**src/rtl/core/pesw_pkg.sv**
```systemverilog
// Shared types and constants of the particle Euler step unit.
// Holds field widths, command codes, datapath op codes, FSM states and the
// controller/datapath/configuration structs. No dependencies.
package pesw_pkg;

    localparam int POS_W  = 21;
    localparam int DIR_W  = 16;
    localparam int SPD_W  = 24;
    localparam int DT_W   = 16;
    localparam int WALL_W = 12;
    localparam int DAMP_W = 17;
    localparam int GRAV_W = 24;
    localparam int MUL_W  = 33;
    localparam int PROD_W = 2 * MUL_W;
    localparam int CMD_W  = 2;
    localparam int ADDR_W = 4;
    localparam int DATA_W = 32;

    localparam logic [CMD_W-1:0] CMD_LOAD = 2'd0;
    localparam logic [CMD_W-1:0] CMD_STEP = 2'd1;
    localparam logic [CMD_W-1:0] CMD_GRAV = 2'd2;

    localparam logic [1:0] REG_WIDTH  = 2'd0;
    localparam logic [1:0] REG_HEIGHT = 2'd1;
    localparam logic [1:0] REG_DAMP   = 2'd2;
    localparam logic [1:0] REG_GRAV   = 2'd3;

    localparam logic [WALL_W-1:0] WIDTH_RST  = 12'd800;
    localparam logic [WALL_W-1:0] HEIGHT_RST = 12'd600;
    localparam logic [DAMP_W-1:0] DAMP_RST   = 17'd64225;
    localparam logic [GRAV_W-1:0] GRAV_RST   = 24'd2509;

    typedef enum logic [4:0] {
        OP_IDLE,
        OP_ACCEPT,
        OP_CLAMP,
        OP_MUL_DAMP,
        OP_WR_DAMP,
        OP_MUL_GDT,
        OP_WR_GDT,
        OP_MUL_DXDT,
        OP_MUL_DYDT,
        OP_MUL_SPROD,
        OP_ACC_X,
        OP_ACC_Y,
        OP_POS_X,
        OP_POS_Y,
        OP_MUL_SDX,
        OP_WR_VX,
        OP_MUL_SDY,
        OP_WR_VY,
        OP_MUL_VXX,
        OP_WR_SQ,
        OP_MUL_VYY,
        OP_ADD_SQ,
        OP_SQRT_STEP,
        OP_SPEED,
        OP_DIV_INIT_X,
        OP_DIV_INIT_Y,
        OP_DIV_STEP,
        OP_DIR_X,
        OP_DIR_Y
    } op_t;

    typedef enum logic [4:0] {
        ST_IDLE,
        ST_CLAMP,
        ST_MDAMP,
        ST_WDAMP,
        ST_MGDT,
        ST_WGDT,
        ST_MDXDT,
        ST_MSX,
        ST_ACCX,
        ST_POSX,
        ST_MDYDT,
        ST_MSY,
        ST_ACCY,
        ST_POSY,
        ST_MSDX,
        ST_WVX,
        ST_MSDY,
        ST_WVY,
        ST_MVXX,
        ST_WSQ,
        ST_MVYY,
        ST_ADDSQ,
        ST_SQRT,
        ST_SPEED,
        ST_DIVX_INIT,
        ST_DIVX,
        ST_DIRX,
        ST_DIVY_INIT,
        ST_DIVY,
        ST_DIRY,
        ST_OUT
    } state_t;

    typedef struct packed {
        op_t op;
    } dp_cmd_t;

    typedef struct packed {
        logic [CMD_W-1:0] cmd;
        logic             mag_zero;
    } dp_status_t;

    typedef struct packed {
        logic [WALL_W-1:0] width;
        logic [WALL_W-1:0] height;
        logic [DAMP_W-1:0] damp;
        logic [GRAV_W-1:0] grav;
    } cfg_t;

    typedef struct packed {
        logic [SPD_W-1:0]        speed;
        logic signed [DIR_W-1:0] dir_y;
        logic signed [DIR_W-1:0] dir_x;
        logic signed [POS_W-1:0] pos_y;
        logic signed [POS_W-1:0] pos_x;
        logic [DT_W-1:0]         dt;
    } item_t;

    typedef struct packed {
        logic                    gravity_mode;
        logic                    hit_wall;
        logic [SPD_W-1:0]        speed;
        logic signed [DIR_W-1:0] dir_y;
        logic signed [DIR_W-1:0] dir_x;
        logic signed [POS_W-1:0] pos_y;
        logic signed [POS_W-1:0] pos_x;
    } result_t;

endpackage

```
**src/rtl/core/pesw_ctrl.sv**
```systemverilog
// Sequencing state machine: steps the datapath through clamp, integrate,
// root and divide phases and drives both stream handshakes. Uses pesw_pkg.
module pesw_ctrl (
    input  logic                       aclk,
    input  logic                       aresetn,
    input  logic                       s_tvalid,
    output logic                       s_tready,
    input  logic [pesw_pkg::CMD_W-1:0] s_cmd,
    output logic                       m_tvalid,
    input  logic                       m_tready,
    input  pesw_pkg::dp_status_t       status,
    output pesw_pkg::dp_cmd_t          dp_cmd
);
    import pesw_pkg::*;

    state_t     state_reg;
    state_t     state_next;
    logic [4:0] cnt_reg;
    logic [4:0] cnt_next;
    logic       accept;
    logic       is_step;

    assign accept  = s_tvalid && s_tready;
    assign is_step = (s_cmd == CMD_STEP) || (s_cmd == CMD_GRAV);

    always_comb begin
        state_next = state_reg;
        cnt_next   = cnt_reg;
        unique case (state_reg)
            ST_IDLE: begin
                if (accept) begin
                    state_next = is_step ? ST_CLAMP : ST_OUT;
                end
            end
            ST_CLAMP:  state_next = ST_MDAMP;
            ST_MDAMP:  state_next = ST_WDAMP;
            ST_WDAMP:  state_next = ST_MGDT;
            ST_MGDT:   state_next = ST_WGDT;
            ST_WGDT:   state_next = ST_MDXDT;
            ST_MDXDT:  state_next = ST_MSX;
            ST_MSX:    state_next = ST_ACCX;
            ST_ACCX:   state_next = ST_POSX;
            ST_POSX:   state_next = ST_MDYDT;
            ST_MDYDT:  state_next = ST_MSY;
            ST_MSY:    state_next = ST_ACCY;
            ST_ACCY:   state_next = ST_POSY;
            ST_POSY:   state_next = (status.cmd == CMD_GRAV) ? ST_MSDX : ST_OUT;
            ST_MSDX:   state_next = ST_WVX;
            ST_WVX:    state_next = ST_MSDY;
            ST_MSDY:   state_next = ST_WVY;
            ST_WVY:    state_next = ST_MVXX;
            ST_MVXX:   state_next = ST_WSQ;
            ST_WSQ:    state_next = ST_MVYY;
            ST_MVYY:   state_next = ST_ADDSQ;
            ST_ADDSQ: begin
                state_next = ST_SQRT;
                cnt_next   = '0;
            end
            ST_SQRT: begin
                cnt_next = cnt_reg + 5'd1;
                if (cnt_reg == 5'd31) begin
                    state_next = ST_SPEED;
                end
            end
            ST_SPEED:  state_next = status.mag_zero ? ST_OUT : ST_DIVX_INIT;
            ST_DIVX_INIT: begin
                state_next = ST_DIVX;
                cnt_next   = '0;
            end
            ST_DIVX: begin
                cnt_next = cnt_reg + 5'd1;
                if (cnt_reg == 5'd15) begin
                    state_next = ST_DIRX;
                end
            end
            ST_DIRX:   state_next = ST_DIVY_INIT;
            ST_DIVY_INIT: begin
                state_next = ST_DIVY;
                cnt_next   = '0;
            end
            ST_DIVY: begin
                cnt_next = cnt_reg + 5'd1;
                if (cnt_reg == 5'd15) begin
                    state_next = ST_DIRY;
                end
            end
            ST_DIRY:   state_next = ST_OUT;
            ST_OUT: begin
                if (m_tready) begin
                    state_next = ST_IDLE;
                end
            end
            default:   state_next = ST_IDLE;
        endcase
    end

    always_comb begin
        s_tready  = (state_reg == ST_IDLE);
        m_tvalid  = (state_reg == ST_OUT);
        dp_cmd.op = OP_IDLE;
        unique case (state_reg)
            ST_IDLE:      dp_cmd.op = accept ? OP_ACCEPT : OP_IDLE;
            ST_CLAMP:     dp_cmd.op = OP_CLAMP;
            ST_MDAMP:     dp_cmd.op = OP_MUL_DAMP;
            ST_WDAMP:     dp_cmd.op = OP_WR_DAMP;
            ST_MGDT:      dp_cmd.op = OP_MUL_GDT;
            ST_WGDT:      dp_cmd.op = OP_WR_GDT;
            ST_MDXDT:     dp_cmd.op = OP_MUL_DXDT;
            ST_MSX:       dp_cmd.op = OP_MUL_SPROD;
            ST_ACCX:      dp_cmd.op = OP_ACC_X;
            ST_POSX:      dp_cmd.op = OP_POS_X;
            ST_MDYDT:     dp_cmd.op = OP_MUL_DYDT;
            ST_MSY:       dp_cmd.op = OP_MUL_SPROD;
            ST_ACCY:      dp_cmd.op = OP_ACC_Y;
            ST_POSY:      dp_cmd.op = OP_POS_Y;
            ST_MSDX:      dp_cmd.op = OP_MUL_SDX;
            ST_WVX:       dp_cmd.op = OP_WR_VX;
            ST_MSDY:      dp_cmd.op = OP_MUL_SDY;
            ST_WVY:       dp_cmd.op = OP_WR_VY;
            ST_MVXX:      dp_cmd.op = OP_MUL_VXX;
            ST_WSQ:       dp_cmd.op = OP_WR_SQ;
            ST_MVYY:      dp_cmd.op = OP_MUL_VYY;
            ST_ADDSQ:     dp_cmd.op = OP_ADD_SQ;
            ST_SQRT:      dp_cmd.op = OP_SQRT_STEP;
            ST_SPEED:     dp_cmd.op = OP_SPEED;
            ST_DIVX_INIT: dp_cmd.op = OP_DIV_INIT_X;
            ST_DIVX:      dp_cmd.op = OP_DIV_STEP;
            ST_DIRX:      dp_cmd.op = OP_DIR_X;
            ST_DIVY_INIT: dp_cmd.op = OP_DIV_INIT_Y;
            ST_DIVY:      dp_cmd.op = OP_DIV_STEP;
            ST_DIRY:      dp_cmd.op = OP_DIR_Y;
            ST_OUT:       dp_cmd.op = OP_IDLE;
            default:      dp_cmd.op = OP_IDLE;
        endcase
    end

    always_ff @(posedge aclk) begin
        if (!aresetn) begin
            state_reg <= ST_IDLE;
            cnt_reg   <= '0;
        end else begin
            state_reg <= state_next;
            cnt_reg   <= cnt_next;
        end
    end

endmodule

```
**config.mk**
```make
export PLATFORM = sky130hd
export DESIGN_NAME = pesw_ctrl
export DESIGN_NICKNAME = d
export VERILOG_FILES = /design/src/rtl/core/pesw_pkg.sv /design/src/rtl/core/pesw_ctrl.sv
export SDC_FILE = /design/constraint.sdc
export NUM_CORES = 1
export LEC_CHECK = 0
export ABC_AREA = 0
export BUFFER_PORTS_ARGS = -buffer_cell sky130_fd_sc_hd__buf_2
export CORE_MARGIN = 10
export CORE_UTILIZATION = 30
export CTS_BUF_LIST = sky130_fd_sc_hd__clkbuf_8
export DETAILED_ROUTE_END_ITERATION = 12
export GPL_TIMING_DRIVEN = 0
export SYNTH_ARGS = -nofsm -noshare
export SYNTH_HDL_FRONTEND = slang
export SYNTH_SLANG_ARGS = --single-unit
```
**constraint.sdc**
```tcl
create_clock -name aclk -period 2.11 [get_ports aclk]
set_input_delay 0 -clock aclk [delete_from_list [all_inputs] [get_ports aclk]]
set_output_delay 0 -clock aclk [all_outputs]
set_load 0.01 [all_outputs]
```
; Yosys cells after proc, flatten, opt, wreduce, memory -nomap -nowiden
; Cells that the tools add are included.
[word_totals]
ff_bits = 10
out_inout_bits = 7
wordCells = 64
[op_classes]
addsub = 1
eq_ne = 40
muxes = 12
reduce_logical = 9
[op_table]
columns = cell, count
row1 = 5-bit one-hot mux with 31 select lines, 1
row2 = 5-bit one-hot mux with 28 select lines, 1
row3 = 5-bit == test (second input constant), 16
row4 = 5-bit by 4-bit == test with 1-bit output (second input constant), 9
row5 = 5-bit two-way mux, 7
row6 = 5-bit by 3-bit == test with 1-bit output (second input constant), 4
row7 = 5-bit by 2-bit == test with 1-bit output (second input constant), 2
row8 = 5-bit one-hot mux with 2 select lines, 1
row9 = 2-bit != test (second input constant), 3
row10 = 3-bit OR reduction, 2
row11 = 5-bit by 1-bit adder with 5-bit output (second input constant), 1
row12 = 5-bit by 1-bit == test with 1-bit output (second input constant), 1
row13 = 5-bit zero test, 1
row14 = 5-bit AND reduction, 1
row15 = 2-bit == test (second input constant), 2
row16 = 2-bit by 1-bit != test with 1-bit output (second input constant), 2
row17 = 2-bit OR reduction, 2
row18 = 3-bit two-way mux, 1
row19 = 2-bit by 1-bit == test with 1-bit output (second input constant), 1
row20 = 2-bit nonzero test, 1
row21 = 1-bit logical AND, 1
row22 = 1-bit logical OR, 1
row23 = 1-bit two-way mux, 1

; Longest topological paths before layout
[logic_depth]
depth_word = 5
mapped_depth = 7
mapped_depth_nobuf = 7

; Least setup slack after synthesis
; OpenSTA, ideal clock, no wires.
[synth_timing]
kind = flip-flop to flip-flop
startpoint = reg cnt_reg[0]
endpoint = reg state_reg[2]
setup_time_ns = 0.088
t_arrival_ns = 1.790
t_required_ns = 2.022
slack_ns = 0.232
stages_incl_launch_ff = 7
path_buffers = 0
synth_period_minus_slack_ns = 1.878
path_cell_list = dfxtp_1 ha_1 and3_1 ha_1 or4_1 and3_4 a311oi_2
[synth_between]
elab_chain_cells = 3
word_cells_on_any_way = 6
cone_classes = eq/ne (5) / reduce/logical (1)
[synth_lines]
columns = item, line
row1 = start: declaration, pesw_ctrl.sv:18  ; logic [4:0] cnt_reg;
row2 = start signal: assignment, pesw_ctrl.sv:143  ; cnt_reg <= cnt_next;
row3 = 5-bit by 4-bit == test with 1-bit output / 5-bit == test (equally long branches), "pesw_ctrl.sv:72, pesw_ctrl.sv:83, pesw_ctrl.sv:61"
row4 = 2-bit != test (no line), -
row5 = 5-bit AND reduction (no line) *, -
row6 = end signal: assignment, pesw_ctrl.sv:142  ; state_reg <= state_next;
row7 = end: declaration, pesw_ctrl.sv:16  ; state_t state_reg;
; Mark *: on every way between the ends. The rest lies on a longest branch, timed or not.
; A chain may end at the register's enable or synchronous reset.

; Worst setup path after layout
; Same ends and word-level chain as after synthesis.

==> key figures <==
Worst setup path
  • Crit-path cells: ha_1 > and3_1 > ha_1 > or4_4 > and3_4 > a311oi_2
  • CP top delay family: simple AND/OR/NAND/NOR gates
  • WS Path Type: reg -> reg
  • Crit path launch type: flop
  • CP max stage delay: 540 ps
  • CP required: 2260 ps
  • Critical-path maximum fanout: 4
  • Buf/Inv on CP: 0
  • Crit end category: flop
  • Slowest CP cell: or4_4
  • Most frequent CP cell: ha_1
  • Worst Path Arrival: 2120 ps

Logic synthesis
  • YS warnings: 0
  • Syn Nets: 150
  • Synth async-reset ratio: 0
  • FF+latch count, synth: 10
  • Sequential cell area fraction in the yosys report: 0.1961
  • Mapped Cells: around 140
  • Synth Cell Area: slightly above 1000 um2
  • Syn Area/Cell: 7.398 um2
  • Dominant synthesized flop cell: dfxtp_1
  • Number of synthesized flops with an enable pin: 0
  • Cell variety after synth: 50

Die
  • Die Footprint: 6136 um2
  • # rows: 21
  • Die W: about 78 um
  • Ports: 16
  • Initial core utilization: 0.3084
  • Core Region: between 3000 and 4000 um2
  • Die height: between 70 and 80 um

Drt
  • DRC: 0
  • Vias: around 1,200
  • Antenna violation net count after detailed routing: 0
  • Post-DR vias/cell: 5.754
  • Drt pass-1 iters: 5
  • Total Routed Length: ~3.1 mm
  • DRT iter0 DRCs: between 150 and 200
  • Routed WL per cell: roughly 15 um

Pwr
  • Worst VDD drop: about 330 uV
  • Power density over the cells: 1573 nW/um2
  • Leak Pwr: between 0.4 and 0.5 nW

Placed design
  • Placer congestion estimate: between 0.8 and 0.9
  • Post-DP HPWL: ~2.3 mm
  • Port Buffer Count: 15
  • Cell Area, Placed: 1154 um2

Timing
  • Final Cycle Share: 0.9352
  • Setup TNS: 0 ps
  • Pins Over Slew Limit: 0
  • Slew at the pin with the worst max-slew slack: between 800 and 900 ps
  • Max-slew headroom: 0.4230
  • Setup Skew: between 1 and 1.5 ps
  • Final hold violation count: 0
  • Unrepaired setup endpoints after global routing: no
  • Min Tclk post-route: slightly below 2000 ps
  • Finish-stage setup viols: 0
  • Max Freq: 0.5068 GHz

Clocking
  • Post-CTS Setup Bufs: 0
  • CTS Hold Bufs: 0
  • CTS H-tree lvls: 1
  • TritonCTS Buffers: 3
  • CTS Root Buffer Type: clkbuf_8
  • Clock transition at path regs: approximately 50 ps
  • Clk sink count: 10
  • Clk Latency, worst-skew pair: 240 ps
  • Clock buffer depth: 2
  • CTS tree: built

Finish
  • Share of layout cells above drive strength 1: 0.2166
  • Design area: 1215 um2
  • NumNets Final: 170
  • Diodes inserted: 0
  • Synth-to-layout area growth: 19.00%

Global routing
  • Largest net degree at the start of global routing: 11
  • GRT Max-Usage Layer: met2
  • Initial antenna violation count: 0
  • Global route total overflow: 0
  • Vias in the first global route: 1,109
  • Overall Global Routing Usage: 0.09547
  • Met1 GRT Util: 0.1083
  • First-pass GRT wire length: ~5.0 mm
  • GRT met3 Usage: 0.02506
  • Grt met2 use: 0.1727

Min path
  • Min-delay worst type: in -> reg

Run
  • Max-cap violation count: 0

Outcome
  • Status: complete, no violations
[cell type report]
type                    instances  area (um2)
multi-input cells             110       749.5
plain buffers                  12       55.05
repair buffers                 15       75.07
clock buffers                   4       55.05
fillers                       366        2096
well taps                      46       57.56
inverters                       6       22.52
flip-flops and latches         10       200.2
[cells in the mapped netlist, types with 2 or more instances]
library cell | count | area (um2)
a21o_1 | 2 | 15.01
ha_1 | 3 | 37.54
dfxtp_1 | 10 | 200.2
a31oi_1 | 6 | 37.54
nand3b_1 | 5 | 37.54
xor2_1 | 3 | 26.28
buf_1 | 2 | 7.510
and3_1 | 2 | 12.51
nor2b_1 | 2 | 12.51
nand3_1 | 6 | 30.03
nand4b_1 | 2 | 17.52
buf_2 | 6 | 30.03
a21oi_1 | 12 | 60.06
o21ai_0 | 13 | 65.06
inv_1 | 5 | 18.77
or2_1 | 2 | 12.51
and4b_1 | 2 | 20.02
mux2i_1 | 3 | 30.03
nand2b_1 | 3 | 18.77
nand2_1 | 7 | 26.28
nor3_1 | 2 | 10.01
nor2_1 | 7 | 26.28
clkbuf_1 | 4 | 15.01
or3_4 | 2 | 22.52
o22ai_1 | 2 | 12.51
[cell families after synthesis]
family	synth area share
AO/OA/AOI/OAI	0.3444
AND/OR/NAND/NOR	0.2856
buffers and inverters	0.07353
flip-flops	0.1961
XOR/XNOR	0.03432
multiplexers	0.02941
adder cells (fa/ha/maj)	0.03677
[worst paths after layout]
path	startpoint	end	slack [ps]	depth (start not counted)
worst max-delay path	cnt_reg[0]	state_reg[2]	140	6
worst min-delay path	aresetn	state_reg[3]	70	3
worst max register to register	cnt_reg[0]	state_reg[2]	140	6
worst min register to register	cnt_reg[4]	cnt_reg[4]	500	2
[stage by stage]
stage	setup WS [ps]	hold WS, ps	util	std cells	power (mW)
finish	136.6	66.83	0.3670	203	1.911
global route	20.58	79.75	0.3670	203	2.051
CTS	48.03	62.16	0.3651	203	1.895
detailed placement	73.69	313.9	0.3485	199	1.643
global placement	130.0	311.8	0.3485	199	1.618
floorplan	231.8	128.4	-	138	1.290
[metal layers]
layer  share of wire  up-vias
met5               0        -
met4          0.0074        0
met3           0.058        4
met2            0.52       41
met1            0.42      560
li1                -      563
[placed cells by master, fill, tap and decap left out, drive strengths merged, types with 2 or more instances in the layout]
cell    instances
and3            3
ha              3
nand4b          2
a21o            2
clkbuf          8
a21oi          12
nand2b          3
inv             6
nor2            7
xor2            3
a221oi          2
o21ai          13
a31oi           6
or2             2
buf            23
mux2i           3
o22ai           2
or3             2
nor2b           2
nand3           6
dfxtp          10
nor3            2
nand3b          5
and4b           2
nand2           7
[tightest hold or removal path: cells and delay by family]
kind	cells	cell delay, ps
compound gates	1	40
buf+inv	1	130
simple gates	1	90
[what timing repair did]
item,4_1_cts,5_1_grt
hold endpoints to repair,0,0
resized for setup,0,5
endpoints found under the setup margin,0,3
[power breakdown]
group | leakage (nW) | switching (mW) | internal (mW) | total, mW
Combinational | 0.366 | 0.817 | 0.543 | 1.36
Clock | 0.0288 | 0.0780 | 0.164 | 0.242
Sequential | 0.0818 | 0.0691 | 0.240 | 0.309
Total | 0.477 | 0.964 | 0.947 | 1.91
Power figures use the tool's default switching activity.
