--- config.mk ---
export PLATFORM = sky130hd
export DESIGN_NAME = pesw_regs
export DESIGN_NICKNAME = d
export VERILOG_FILES = /design/src/rtl/core/pesw_pkg.sv /design/src/rtl/core/pesw_regs.sv
export SDC_FILE = /design/constraint.sdc
export NUM_CORES = 1
export LEC_CHECK = 0
export BUFFER_PORTS_ARGS = -buffer_cell sky130_fd_sc_hd__buf_2
export CAP_MARGIN = 15
export CELL_PAD_IN_SITES_DETAIL_PLACEMENT = 2
export CELL_PAD_IN_SITES_GLOBAL_PLACEMENT = 2
export CORE_UTILIZATION = 29
export DETAILED_ROUTE_END_ITERATION = 12
export HOLD_SLACK_MARGIN = 0.05
export PLACE_DENSITY_LB_ADDON = 0.1
export SLEW_MARGIN = 20
export SYNTH_ARGS = -nofsm -noshare
export SYNTH_HDL_FRONTEND = slang
export SYNTH_SLANG_ARGS = --single-unit
--- constraint.sdc ---
create_clock -name aclk -period 2.4 [get_ports aclk]
set_input_delay 0.36 -clock aclk [delete_from_list [all_inputs] [get_ports aclk]]
set_output_delay 0.36 -clock aclk [all_outputs]
set_load 0.05 [all_outputs]
--- src/rtl/core/pesw_pkg.sv ---
// Shared types and constants of the particle Euler step unit.
// Holds field widths, command codes, datapath op codes, FSM states and the
// controller/datapath/configuration structs. No dependencies.
package pesw_pkg;

    localparam int POS_W  = 21;
    localparam int DIR_W  = 16;
    localparam int SPD_W  = 24;
    localparam int DT_W   = 16;
    localparam int WALL_W = 12;
    localparam int DAMP_W = 17;
    localparam int GRAV_W = 24;
    localparam int MUL_W  = 33;
    localparam int PROD_W = 2 * MUL_W;
    localparam int CMD_W  = 2;
    localparam int ADDR_W = 4;
    localparam int DATA_W = 32;

    localparam logic [CMD_W-1:0] CMD_LOAD = 2'd0;
    localparam logic [CMD_W-1:0] CMD_STEP = 2'd1;
    localparam logic [CMD_W-1:0] CMD_GRAV = 2'd2;

    localparam logic [1:0] REG_WIDTH  = 2'd0;
    localparam logic [1:0] REG_HEIGHT = 2'd1;
    localparam logic [1:0] REG_DAMP   = 2'd2;
    localparam logic [1:0] REG_GRAV   = 2'd3;

    localparam logic [WALL_W-1:0] WIDTH_RST  = 12'd800;
    localparam logic [WALL_W-1:0] HEIGHT_RST = 12'd600;
    localparam logic [DAMP_W-1:0] DAMP_RST   = 17'd64225;
    localparam logic [GRAV_W-1:0] GRAV_RST   = 24'd2509;

    typedef enum logic [4:0] {
        OP_IDLE,
        OP_ACCEPT,
        OP_CLAMP,
        OP_MUL_DAMP,
        OP_WR_DAMP,
        OP_MUL_GDT,
        OP_WR_GDT,
        OP_MUL_DXDT,
        OP_MUL_DYDT,
        OP_MUL_SPROD,
        OP_ACC_X,
        OP_ACC_Y,
        OP_POS_X,
        OP_POS_Y,
        OP_MUL_SDX,
        OP_WR_VX,
        OP_MUL_SDY,
        OP_WR_VY,
        OP_MUL_VXX,
        OP_WR_SQ,
        OP_MUL_VYY,
        OP_ADD_SQ,
        OP_SQRT_STEP,
        OP_SPEED,
        OP_DIV_INIT_X,
        OP_DIV_INIT_Y,
        OP_DIV_STEP,
        OP_DIR_X,
        OP_DIR_Y
    } op_t;

    typedef enum logic [4:0] {
        ST_IDLE,
        ST_CLAMP,
        ST_MDAMP,
        ST_WDAMP,
        ST_MGDT,
        ST_WGDT,
        ST_MDXDT,
        ST_MSX,
        ST_ACCX,
        ST_POSX,
        ST_MDYDT,
        ST_MSY,
        ST_ACCY,
        ST_POSY,
        ST_MSDX,
        ST_WVX,
        ST_MSDY,
        ST_WVY,
        ST_MVXX,
        ST_WSQ,
        ST_MVYY,
        ST_ADDSQ,
        ST_SQRT,
        ST_SPEED,
        ST_DIVX_INIT,
        ST_DIVX,
        ST_DIRX,
        ST_DIVY_INIT,
        ST_DIVY,
        ST_DIRY,
        ST_OUT
    } state_t;

    typedef struct packed {
        op_t op;
    } dp_cmd_t;

    typedef struct packed {
        logic [CMD_W-1:0] cmd;
        logic             mag_zero;
    } dp_status_t;

    typedef struct packed {
        logic [WALL_W-1:0] width;
        logic [WALL_W-1:0] height;
        logic [DAMP_W-1:0] damp;
        logic [GRAV_W-1:0] grav;
    } cfg_t;

    typedef struct packed {
        logic [SPD_W-1:0]        speed;
        logic signed [DIR_W-1:0] dir_y;
        logic signed [DIR_W-1:0] dir_x;
        logic signed [POS_W-1:0] pos_y;
        logic signed [POS_W-1:0] pos_x;
        logic [DT_W-1:0]         dt;
    } item_t;

    typedef struct packed {
        logic                    gravity_mode;
        logic                    hit_wall;
        logic [SPD_W-1:0]        speed;
        logic signed [DIR_W-1:0] dir_y;
        logic signed [DIR_W-1:0] dir_x;
        logic signed [POS_W-1:0] pos_y;
        logic signed [POS_W-1:0] pos_x;
    } result_t;

endpackage

--- src/rtl/core/pesw_regs.sv ---
// Configuration register file behind the APB-style port.
// Depends on pesw_pkg for register indexes, widths and reset values.
module pesw_regs (
    input  logic                        aclk,
    input  logic                        aresetn,
    input  logic                        psel,
    input  logic                        penable,
    input  logic                        pwrite,
    input  logic [pesw_pkg::ADDR_W-1:0] paddr,
    input  logic [pesw_pkg::DATA_W-1:0] pwdata,
    output logic [pesw_pkg::DATA_W-1:0] prdata,
    output logic                        pready,
    output pesw_pkg::cfg_t              cfg
);
    import pesw_pkg::*;

    cfg_t       cfg_reg;
    cfg_t       cfg_next;
    logic       wr_en;
    logic [1:0] idx;

    assign pready = 1'b1;
    assign wr_en  = psel && penable && pwrite;
    assign idx    = paddr[3:2];
    assign cfg    = cfg_reg;

    always_comb begin
        cfg_next = cfg_reg;
        if (wr_en) begin
            unique case (idx)
                REG_WIDTH:  cfg_next.width  = pwdata[WALL_W-1:0];
                REG_HEIGHT: cfg_next.height = pwdata[WALL_W-1:0];
                REG_DAMP:   cfg_next.damp   = pwdata[DAMP_W-1:0];
                REG_GRAV:   cfg_next.grav   = pwdata[GRAV_W-1:0];
                default:    cfg_next        = cfg_reg;
            endcase
        end
    end

    always_comb begin
        unique case (idx)
            REG_WIDTH:  prdata = {{(DATA_W-WALL_W){1'b0}}, cfg_reg.width};
            REG_HEIGHT: prdata = {{(DATA_W-WALL_W){1'b0}}, cfg_reg.height};
            REG_DAMP:   prdata = {{(DATA_W-DAMP_W){1'b0}}, cfg_reg.damp};
            REG_GRAV:   prdata = {{(DATA_W-GRAV_W){1'b0}}, cfg_reg.grav};
            default:    prdata = '0;
        endcase
    end

    always_ff @(posedge aclk) begin
        if (!aresetn) begin
            cfg_reg.width  <= WIDTH_RST;
            cfg_reg.height <= HEIGHT_RST;
            cfg_reg.damp   <= DAMP_RST;
            cfg_reg.grav   <= GRAV_RST;
        end else begin
            cfg_reg <= cfg_next;
        end
    end

endmodule

# == Word-level counts from Yosys, hierarchy flattened ==
# Index checks and enable logic that the tools add are counted.
# op_classes
n_eq_ne,3
mux,1
n_reduce_logical,7
# ops
cell,count
32-bit case mux with 4 select lines,1
2-bit AND reduction,4
"2-bit equality test, second input constant",2
"2-bit by 1-bit equality test with 1-bit output, second input constant",1
1-bit logical AND,2
2-bit zero test,1
# totals
regBits,65
inputBits,41
output_inout_bits,98
wordCells,15

# == Depth between registers and ports, before layout ==
# Gate-level depths: netlist (run 1).
# depth
depth_word,3
mapped_depth,5
depth_no_buf,3

# == Worst setup path after synthesis (run 1) ==
# OpenSTA, ideal clock, no wires.
# synth_timing
path_type,input-to-output
from,in paddr[3] (netlist name)
to,out prdata[12] (netlist name)
arrival_time_ns,1.693
t_required_ns,2.040
slack_ns,0.347
cell_stages,4
path_buffers,3
cell_sequence,buf_4 > clkbuf_1 > clkbuf_1 > nor2b_1
# synth_between
elab_chain_cells,2
elab_cells_between_ends,5
classes_between,eq/ne (3); mux (1); reduce/logical (1)
# synth_rtl
element,line,text
"start, declared",pesw_regs.sv:9,"input logic [pesw_pkg::ADDR_W-1:0] paddr,"
2-bit equality test (tied with other cells),pesw_regs.sv:41,unique case (idx)
32-bit case mux with 4 select lines (*),pesw_regs.sv:41,
"end, declared",pesw_regs.sv:11,"output logic [pesw_pkg::DATA_W-1:0] prdata,"
# Every way passes the cells marked *; elsewhere a longest branch is shown, timed or not. The select of a mux whose other input is x is not followed.

# == Worst setup path in the final report (run 1) ==
# layout_timing
from,in paddr[3] (netlist name)
to,out prdata[10] (netlist name)
# The elaborated chain is that of the path after synthesis.

==> results.cfg, run 1 <==
[outcome]
status = complete, no violations

[sta]
hold_viol_final = 0
tightest_slew_ns = 0.721
drv_slew = 0
skew_ns = 0
slew_headroom_pct = 52.0
setup_viol = 0
fin_crit_sh_pct = 87.4
rsz0062_at_grt = no
fmax_ghz = 0.477
period_needed_ns = 2.10
worst_hold_slack_ns = 0.256
fin_tns_setup_ns = 0

[drt]
drt.antenna.violating_nets = 0
routed.top_layer = met4
wirelength_um = 9480
firstDrtPassIters = 4
route.met2.wl_um = 4640
viasPerCell = 4.84
avgRoutedWirePerCell_um = 17.0
drc = 0
vias = 2703
wl_met3_um = 494
first_iter_violations = 42
wl_met1_um = 4210

[synthesis]
ys_seq_area_share_pct = 43.0
syn_area_um2 = 3030
syn_inst = 306
synth.area.top_cells = dfxtp_1 (43%), mux2i_1 (18%), mux4_2 (8.9%)
ys_async_sr_fraction_pct = 0
yosys.cell_types.count = 31
synth-edff-count = 0
yosys-top-cells-count = nand2_1 (66), dfxtp_1 (65), mux2i_1 (53)
synth_top_area_share_pct = 43.0
ys_warn_count = 0
synth_area_leader_cell = dfxtp_1
ys.flop_type = dfxtp_1
ys_seq_elements = 65
avgSynthCellArea_um2 = 9.89
yosysMostFrequentCell = nand2_1

[floorplanning]
core_region_area_um2 = 9950
die_w_um = 104
die_area_um2 = 10800
ioPinCount = 139
die_h_um = 104
start_util_pct = 30.4
fp-row-count = 36

[clock_tree]
cts_setup_buffers = 0
root_buffer = clkbuf_8
htreeDepth = 3
clock_latency_ns = 0.34
cts_tree = done
ctsHoldBuffers = 0
clockBufferDepth = 2
clk_transition_reported_paths_ns = 0.08
clock-sinks = 65
ctsResizeCount = 0
cts_buffers = 9

[pwr]
total_power_w = 0.00243
max-vdd-ir-drop_uv = 217
power_leakage_nw = 1.85
p_per_area_nw_per_um2 = 621

[finish]
largest_register_ff_count = 65
syn_to_final_growth_pct = 29.3
antennaDiodeCount = 0
nets = 462
drive_above_1_share_pct = 38.4

[worst_setup_path]
worstSetupEndpointType = output port
slowest_delay_ns = 0.59
cp_max_fo = 25
worstSetupPathType = primary input to output port
crit_chain = buf_2 > mux4_2 > buf_2
cp_common_cell = buf_2
critical_path_buf_inv_count = 2
critical-path-slowest-cell = mux4_2
cp_top_family = buffers and inverters
cp_data_required_time_ns = 2.04
cp.arrival_ns = 1.74
cp-start-kind = primary input

[global_route]
grt_pass1_wl_um = 15400
grt_start_max_net_pins = 45
grt_usage_pct = 18.1
grt_antenna_before_repair = 0
overflow = 0
grt_pass1_vias = 2842

[place]
port_buffers = 119
hpwlAfterDp_um = 6770
gp_congestion = 0.690

[run]
max-cap-violations = 0

[worst_hold_path]
min_path_type = primary input to flop
tightest hold or removal path, delay by kind of cell:
family	cells	cell delay, ns
buffers and inverters	1	0.09
muxes	1	0.05
and+or+nand+nor	1	0.04
layout by cell type (no fill, tap or decap):
cell type / synthesis / routed
a211o_1: 7 / 7
and3_1: 7 / 7
and4bb_2: 2 / 2
buf_2: 9 / 119
buf_4: 11 / 12
bufinv_16: 0 / 1
clkbuf_1: 11 / 1
clkbuf_8: 0 / 11
clkinv_2: 0 / 2
conb_1: 2 / 9
dfxtp_1: 65 / 65
inv_1: 9 / 9
mux2i_1: 53 / 53
mux4_2: 12 / 12
nand2_1: 66 / 66
nand2b_1: 1 / 1
nand3_2: 1 / 1
nor2_1: 8 / 8
nor2_2: 1 / 1
nor2_4: 1 / 1
nor2b_1: 7 / 7
nor3_1: 1 / 1
nor3b_1: 1 / 1
nor4b_1: 3 / 3
nor4bb_1: 2 / 2
o211ai_1: 8 / 8
o21ai_0: 9 / 9
o311ai_0: 2 / 2
o31ai_1: 1 / 1
or2_2: 1 / 1
or3_1: 1 / 1
or3b_1: 1 / 1
cells by family after synthesis:
family	after synthesis	share of synthesized area [%]
AND/OR/NAND/NOR	104	16.7
multiplexers	65	26.5
flip-flops	65	43.0
buffers and inverters	43	7.32
AO/OA/AOI/OAI	27	6.33
other	2	0.248
metal layers:
metal / vias to the layer above / track usage [%]
met1: 1330 / 22.0
li1: 1277 / -
met4: 0 / 6.43
met2: 84 / 30.9
met3: 12 / 4.39
met5: - / 0
final timing paths:
check | cells past startpoint | slack, ns | end | start
worst max-delay path | 3 | 0.30 | prdata[10] | paddr[3]
worst min-delay path | 3 | 0.26 | cfg[18] | pwdata[18]
worst max register to register | 2 | 1.68 | cfg[44] | cfg[44]
worst min register to register | 2 | 0.47 | cfg[23] | cfg[23]
stage by stage:
stage / area, um2 / instances / util (%) / setup WS, ns
2_1_floorplan: 3050 / 313 / - / 0.347
3_3_place_gp: 3720 / 543 / 37.3 / 0.283
3_5_place_dp: 3720 / 543 / 37.3 / 0.250
4_1_cts: 3910 / 558 / 39.3 / 0.248
5_1_grt: 3910 / 558 / 39.3 / 0.197
6_report: 3910 / 558 / 39.3 / 0.303
power by group:
group	total (W)	internal, W	switching (W)
Clock	0.000948	0.000528	0.000419
Sequential	0.00111	0.00110	0.0000134
Combinational	0.000372	0.000102	0.000271
cell type report:
cell class	count	area, um2
clock inverters	3	40.0
repair buffers	131	686
flip-flops and latches	65	1300
well taps	133	166
clock buffers	12	155
multi-input cells	205	1530
fillers	1147	6040
inverters	9	33.8
Power figures use the tool's default switching activity.
==> run 2: changes to the inputs <==
--- a/config.mk
+++ b/config.mk
@@ -9,7 +9,10 @@
 export CAP_MARGIN = 15
 export CELL_PAD_IN_SITES_DETAIL_PLACEMENT = 2
 export CELL_PAD_IN_SITES_GLOBAL_PLACEMENT = 2
+export CORE_ASPECT_RATIO = 0.75
+export CORE_MARGIN = 5
 export CORE_UTILIZATION = 29
+export CTS_CLUSTER_DIAMETER = 150
 export DETAILED_ROUTE_END_ITERATION = 12
 export HOLD_SLACK_MARGIN = 0.05
 export PLACE_DENSITY_LB_ADDON = 0.1
==> run 2 against run 1 <==
Setup slack gained 0.088 ns. Die area grew 16%. Register-to-register slack is essentially flat. Sequential cell count is the same. Sequential power is essentially flat. First-iteration DRC count grew 110%. Critical endpoint unchanged.
==> results.cfg, run 2 (synthesized netlist as in run 1, its figures left out) <==
[worst_setup_path]
worstSetupEndpointType = output port
critical-path-slowest-cell = buf_2
critical_path_buf_inv_count = 3
cp-startpoint = paddr[2]
cp.arrival_ns = 1.65
cp_common_cell = buf_2
reg2reg_from = cfg[45]
r2r_end = cfg[45]
worstSetupPathType = primary input to output port
slowest_delay_ns = 0.42
r2r_slack_ns = 1.69
crit_chain = buf_2 > buf_4 > mux4_2 > buf_2
cp_max_fo = 23
rr_worst_depth = 2
cp_top_family = buffers and inverters
cp-start-kind = primary input
cp_data_required_time_ns = 2.04

[floorplanning]
start_util_pct = 29.5
core_region_area_um2 = 10200
die_area_um2 = 12600
die_h_um = 98.5
fp-row-count = 32
die_w_um = 128
ioPinCount = 139

[clock_tree]
cts_tree = done
clock-sinks = 65
cts_setup_buffers = 0
root_buffer = clkbuf_16
cts_buffers = 9
ctsHoldBuffers = 0
clk_transition_reported_paths_ns = 0.05
clockBufferDepth = 2
clock_latency_ns = 0.32
ctsResizeCount = 0
htreeDepth = 3

[finish]
nets = 459
multiInputGateArea_um2 = 1530
drive_above_1_share_pct = 37.8
postLayoutCellArea_um2 = 4020
syn_to_final_growth_pct = 32.8
fin_util_pct = 39.2
antennaDiodeCount = 0
final_common_cell = buf_2
register_area_um2 = 1300
layout_common_cells = buf_2 (119), nand2_1 (66), dfxtp_1 (65)
largest_register_ff_count = 65
fillers = 1158

[global_route]
grt_antenna_before_repair = 0
overflow = 0
grt_usage_pct = 16.2
grt_start_max_net_pins = 32
grt_pass1_wl_um = 16100
grt_pass1_vias = 2990

[worst_hold_path]
min_from = pwdata[21]
holdPathStages = 3
hold_end = cfg[21]
min_path_type = primary input to flop

[drt]
drc = 0
firstDrtPassIters = 4
first_iter_violations = 88
drt.antenna.violating_nets = 0
viasPerCell = 4.80
wirelength_um = 9940
avgRoutedWirePerCell_um = 17.8
vias = 2682

[sta]
fin_tns_setup_ns = 0
slew_headroom_pct = 47.7
skew_ns = 0
drv_slew = 0
hold_viol_final = 0
fin_crit_sh_pct = 83.7
setup_viol = 0
fmax_ghz = 0.498
period_needed_ns = 2.01
rsz0062_at_grt = no
tightest_slew_ns = 0.785

[place]
gp_congestion = 0.769
hpwlAfterDp_um = 7220
placed_cell_area_um2 = 3710
port_buffers = 119

[pwr]
pwr-share-clk_pct = 47.6
switching_share_pct = 26.4
switching_power_w = 0.000748
p_int_w = 0.00209
p_per_area_nw_per_um2 = 705
p_seq_share_pct = 39.2
max-vdd-ir-drop_uv = 338
pwr-share-comb_pct = 13.3
power_leakage_nw = 1.89

[outcome]
status = complete, no violations

[run]
max-cap-violations = 0
run 2: changes by cell type in the layout (fill, tap and decap cells not counted):
| cell | delta |
|---|---|
| clkbuf_1 | +1 |
| buf_4 | -4 |
| buf_12 | +1 |
| clkinv_2 | -1 |
| clkbuf_16 | +9 |
| clkbuf_8 | -8 |
run 2: routing by layer:
metal | up-vias | track usage, % | wire length (um)
met2 | 76 | 27.4 | 4830
met1 | 1329 | 20.3 | 4470
met5 | - | 0 | 0
met4 | 0 | 2.94 | 71
met3 | 7 | 5.42 | 563
li1 | 1270 | - | -
run 2: power groups by stage:
| stage | clock (W) | sequential (W) | combinational (W) |
|---|---|---|---|
| finish | 0.00135 | 0.00111 | 0.000376 |
| global placement | 0 | 0.00113 | 0.000374 |
| floorplan | 0 | 0.00119 | 0.000231 |
| CTS | 0.00138 | 0.00111 | 0.000381 |
| detailed placement | 0 | 0.00113 | 0.000380 |
| global route | 0.00143 | 0.00111 | 0.000402 |
run 2: worst reg2reg max path, stage by stage (launching register included):
cell and delay (ns):
dfxtp_1 0.33, o21ai_0 0.09, o311ai_0 0.14
run 2: per-stage QoR:
step                power (W)  setup WS [ns]  instances  hold slack, ns
global route          0.00294          0.311        559           0.279
finish                0.00284          0.391        559           0.281
detailed placement    0.00151          0.311        543           0.471
floorplan             0.00142          0.347        313           0.502
global placement      0.00151          0.329        543           0.455
CTS                   0.00287          0.373        559           0.271
run 2: worst max-delay path by stage:
| stage | endpoint | depth (start not counted) |
|---|---|---|
| after global placement | cfg[39] | 4 |
| after floorplan | prdata[12] | 4 |
| after global routing | prdata[16] | 5 |
| after CTS | prdata[10] | 4 |
| after detailed placement | cfg[35] | 4 |
| final | prdata[10] | 4 |
run 2: cell type report:
class / count / area share, %
repair buffers: 128 / 16.8
well taps: 136 / 4.23
clock buffers: 14 / 6.82
clock inverters: 2 / 0.871
inverters: 9 / 0.840
flip-flops and latches: 65 / 32.4
multi-input cells: 205 / 38.1
==> run 3: changes to the inputs <==
--- a/config.mk
+++ b/config.mk
@@ -11,7 +11,7 @@
 export CELL_PAD_IN_SITES_GLOBAL_PLACEMENT = 2
 export CORE_ASPECT_RATIO = 0.75
 export CORE_MARGIN = 5
-export CORE_UTILIZATION = 29
+export CORE_UTILIZATION = 24
 export CTS_CLUSTER_DIAMETER = 150
 export DETAILED_ROUTE_END_ITERATION = 12
 export HOLD_SLACK_MARGIN = 0.05
==> constraint.sdc (replaced) <==
create_clock -name aclk -period 1.8 [get_ports aclk]
set_input_delay 0.27 -clock aclk [delete_from_list [all_inputs] [get_ports aclk]]
set_output_delay 0.27 -clock aclk [all_outputs]
set_load 0.05 [all_outputs]
==> run 3 against run 2 <==
Final cell count up 6.8%. Register-to-register slack worse by 0.61 ns. Total power up 34%. Combinational power up 37%. Critical endpoint is now prdata[6].
==> results.cfg, run 3 (synthesized netlist as in run 1, its figures left out) <==
[clock_tree]
root_buffer = clkbuf_16
clk_transition_reported_paths_ns = 0.06
ctsHoldBuffers = 0
cts_tree = done
clock_latency_ns = 0.32
cts_buffers = 9
cts_setup_buffers = 0
clock-sinks = 65
htreeDepth = 3
ctsResizeCount = 0
clockBufferDepth = 2

[place]
gp_congestion = 0.683
port_buffers = 119
hpwlAfterDp_um = 7740

[pwr]
total_power_w = 0.00380
p_per_area_nw_per_um2 = 915
max-vdd-ir-drop_uv = 420
power_leakage_nw = 1.95

[sta]
slew_headroom_pct = 61.7
fin_tns_setup_ns = 0
drv_slew = 0
period_needed_ns = 1.64
fin_crit_sh_pct = 90.9
skew_ns = 0
rsz0062_at_grt = no
setup_viol = 0
fmax_ghz = 0.611
tightest_slew_ns = 0.574
hold_viol_final = 0

[run]
max-cap-violations = 0

[floorplanning]
die_w_um = 140
ioPinCount = 139
die_h_um = 107
start_util_pct = 24.6
die_area_um2 = 15000
core_region_area_um2 = 12300
fp-row-count = 35

[drt]
vias = 2671
wl_met3_um = 394
wirelength_um = 10400
avgRoutedWirePerCell_um = 17.4
route.met2.wl_um = 4860
first_iter_violations = 67
wl_met1_um = 5060
drc = 0
viasPerCell = 4.47
routed.top_layer = met4
drt.antenna.violating_nets = 0
firstDrtPassIters = 4

[outcome]
status = complete, no violations

[finish]
fillers = 1388
syn_to_final_growth_pct = 37.3
layout_common_cells = buf_2 (119), nand2_1 (66), dfxtp_1 (65)
drive_above_1_share_pct = 40.1
antennaDiodeCount = 0
largest_register_ff_count = 65
final_common_cell = buf_2
nets = 467

[global_route]
grt_pass1_wl_um = 16600
grt_usage_pct = 14.0
grt_start_max_net_pins = 41
grt_antenna_before_repair = 0
overflow = 0
grt_pass1_vias = 2955

[worst_setup_path]
slowest_delay_ns = 0.48
r2r_slack_ns = 1.08
cp.arrival_ns = 1.37
cp_max_fo = 3
cp_data_required_time_ns = 1.53
crit_chain = mux4_2 > buf_2
worstSetupPathType = flop to output port
cp-start-kind = flop
critical-path-slowest-cell = mux4_2
worstSetupEndpointType = output port

[worst_hold_path]
min_path_type = primary input to flop
[run 3: per-layer routing]
metal	track usage, %	vias to the layer above
met5	0	-
met4	3.32	0
met3	3.55	9
met2	22.8	69
met1	18.6	1312
li1	-	1281
[run 3: layout make-up]
type,count,area (um2),share of cell area (%)
multi-input cells,205,1540,37.1
inverters,9,33.8,0.813
repair buffers,136,761,18.3
clock inverters,2,35.0,0.843
well taps,166,208,5.00
flip-flops and latches,65,1300,31.3
clock buffers,14,274,6.59
[run 3: power breakdown]
part / leakage, nW / switching [W] / internal (W) / total, W
logic: 1.27 / 0.000367 / 0.000149 / 0.000516
registers: 0.526 / 0.0000183 / 0.00146 / 0.00148
clock network: 0.153 / 0.000621 / 0.00118 / 0.00181
[run 3: worst max-delay path: cells and delay by family (launching register included)]
kind / cells / cell delay (ns)
multiplexers: 1 / 0.48
buffers and inverters: 1 / 0.23
flip-flops: 1 / 0.34
[run 3: final timing paths]
check                                  to        from  cells after the start
worst max-delay path            prdata[6]      cfg[6]                      2
worst min-delay path              cfg[21]  pwdata[21]                      3
worst max register to register    cfg[44]     cfg[44]                      2
worst min register to register    cfg[27]     cfg[27]                      2
[run 3: stage by stage]
step	instance area (um2)	utilization, %	setup slack [ns]	hold WS [ns]	cells
final	4160	33.8	0.164	0.187	597
after global routing	4160	33.8	0.112	0.196	597
after CTS	4160	33.8	0.153	0.181	597
after detailed placement	3850	31.3	0.192	0.472	581
after global placement	3850	31.3	0.214	0.457	581
after floorplan	3070	-	0.152	0.412	313
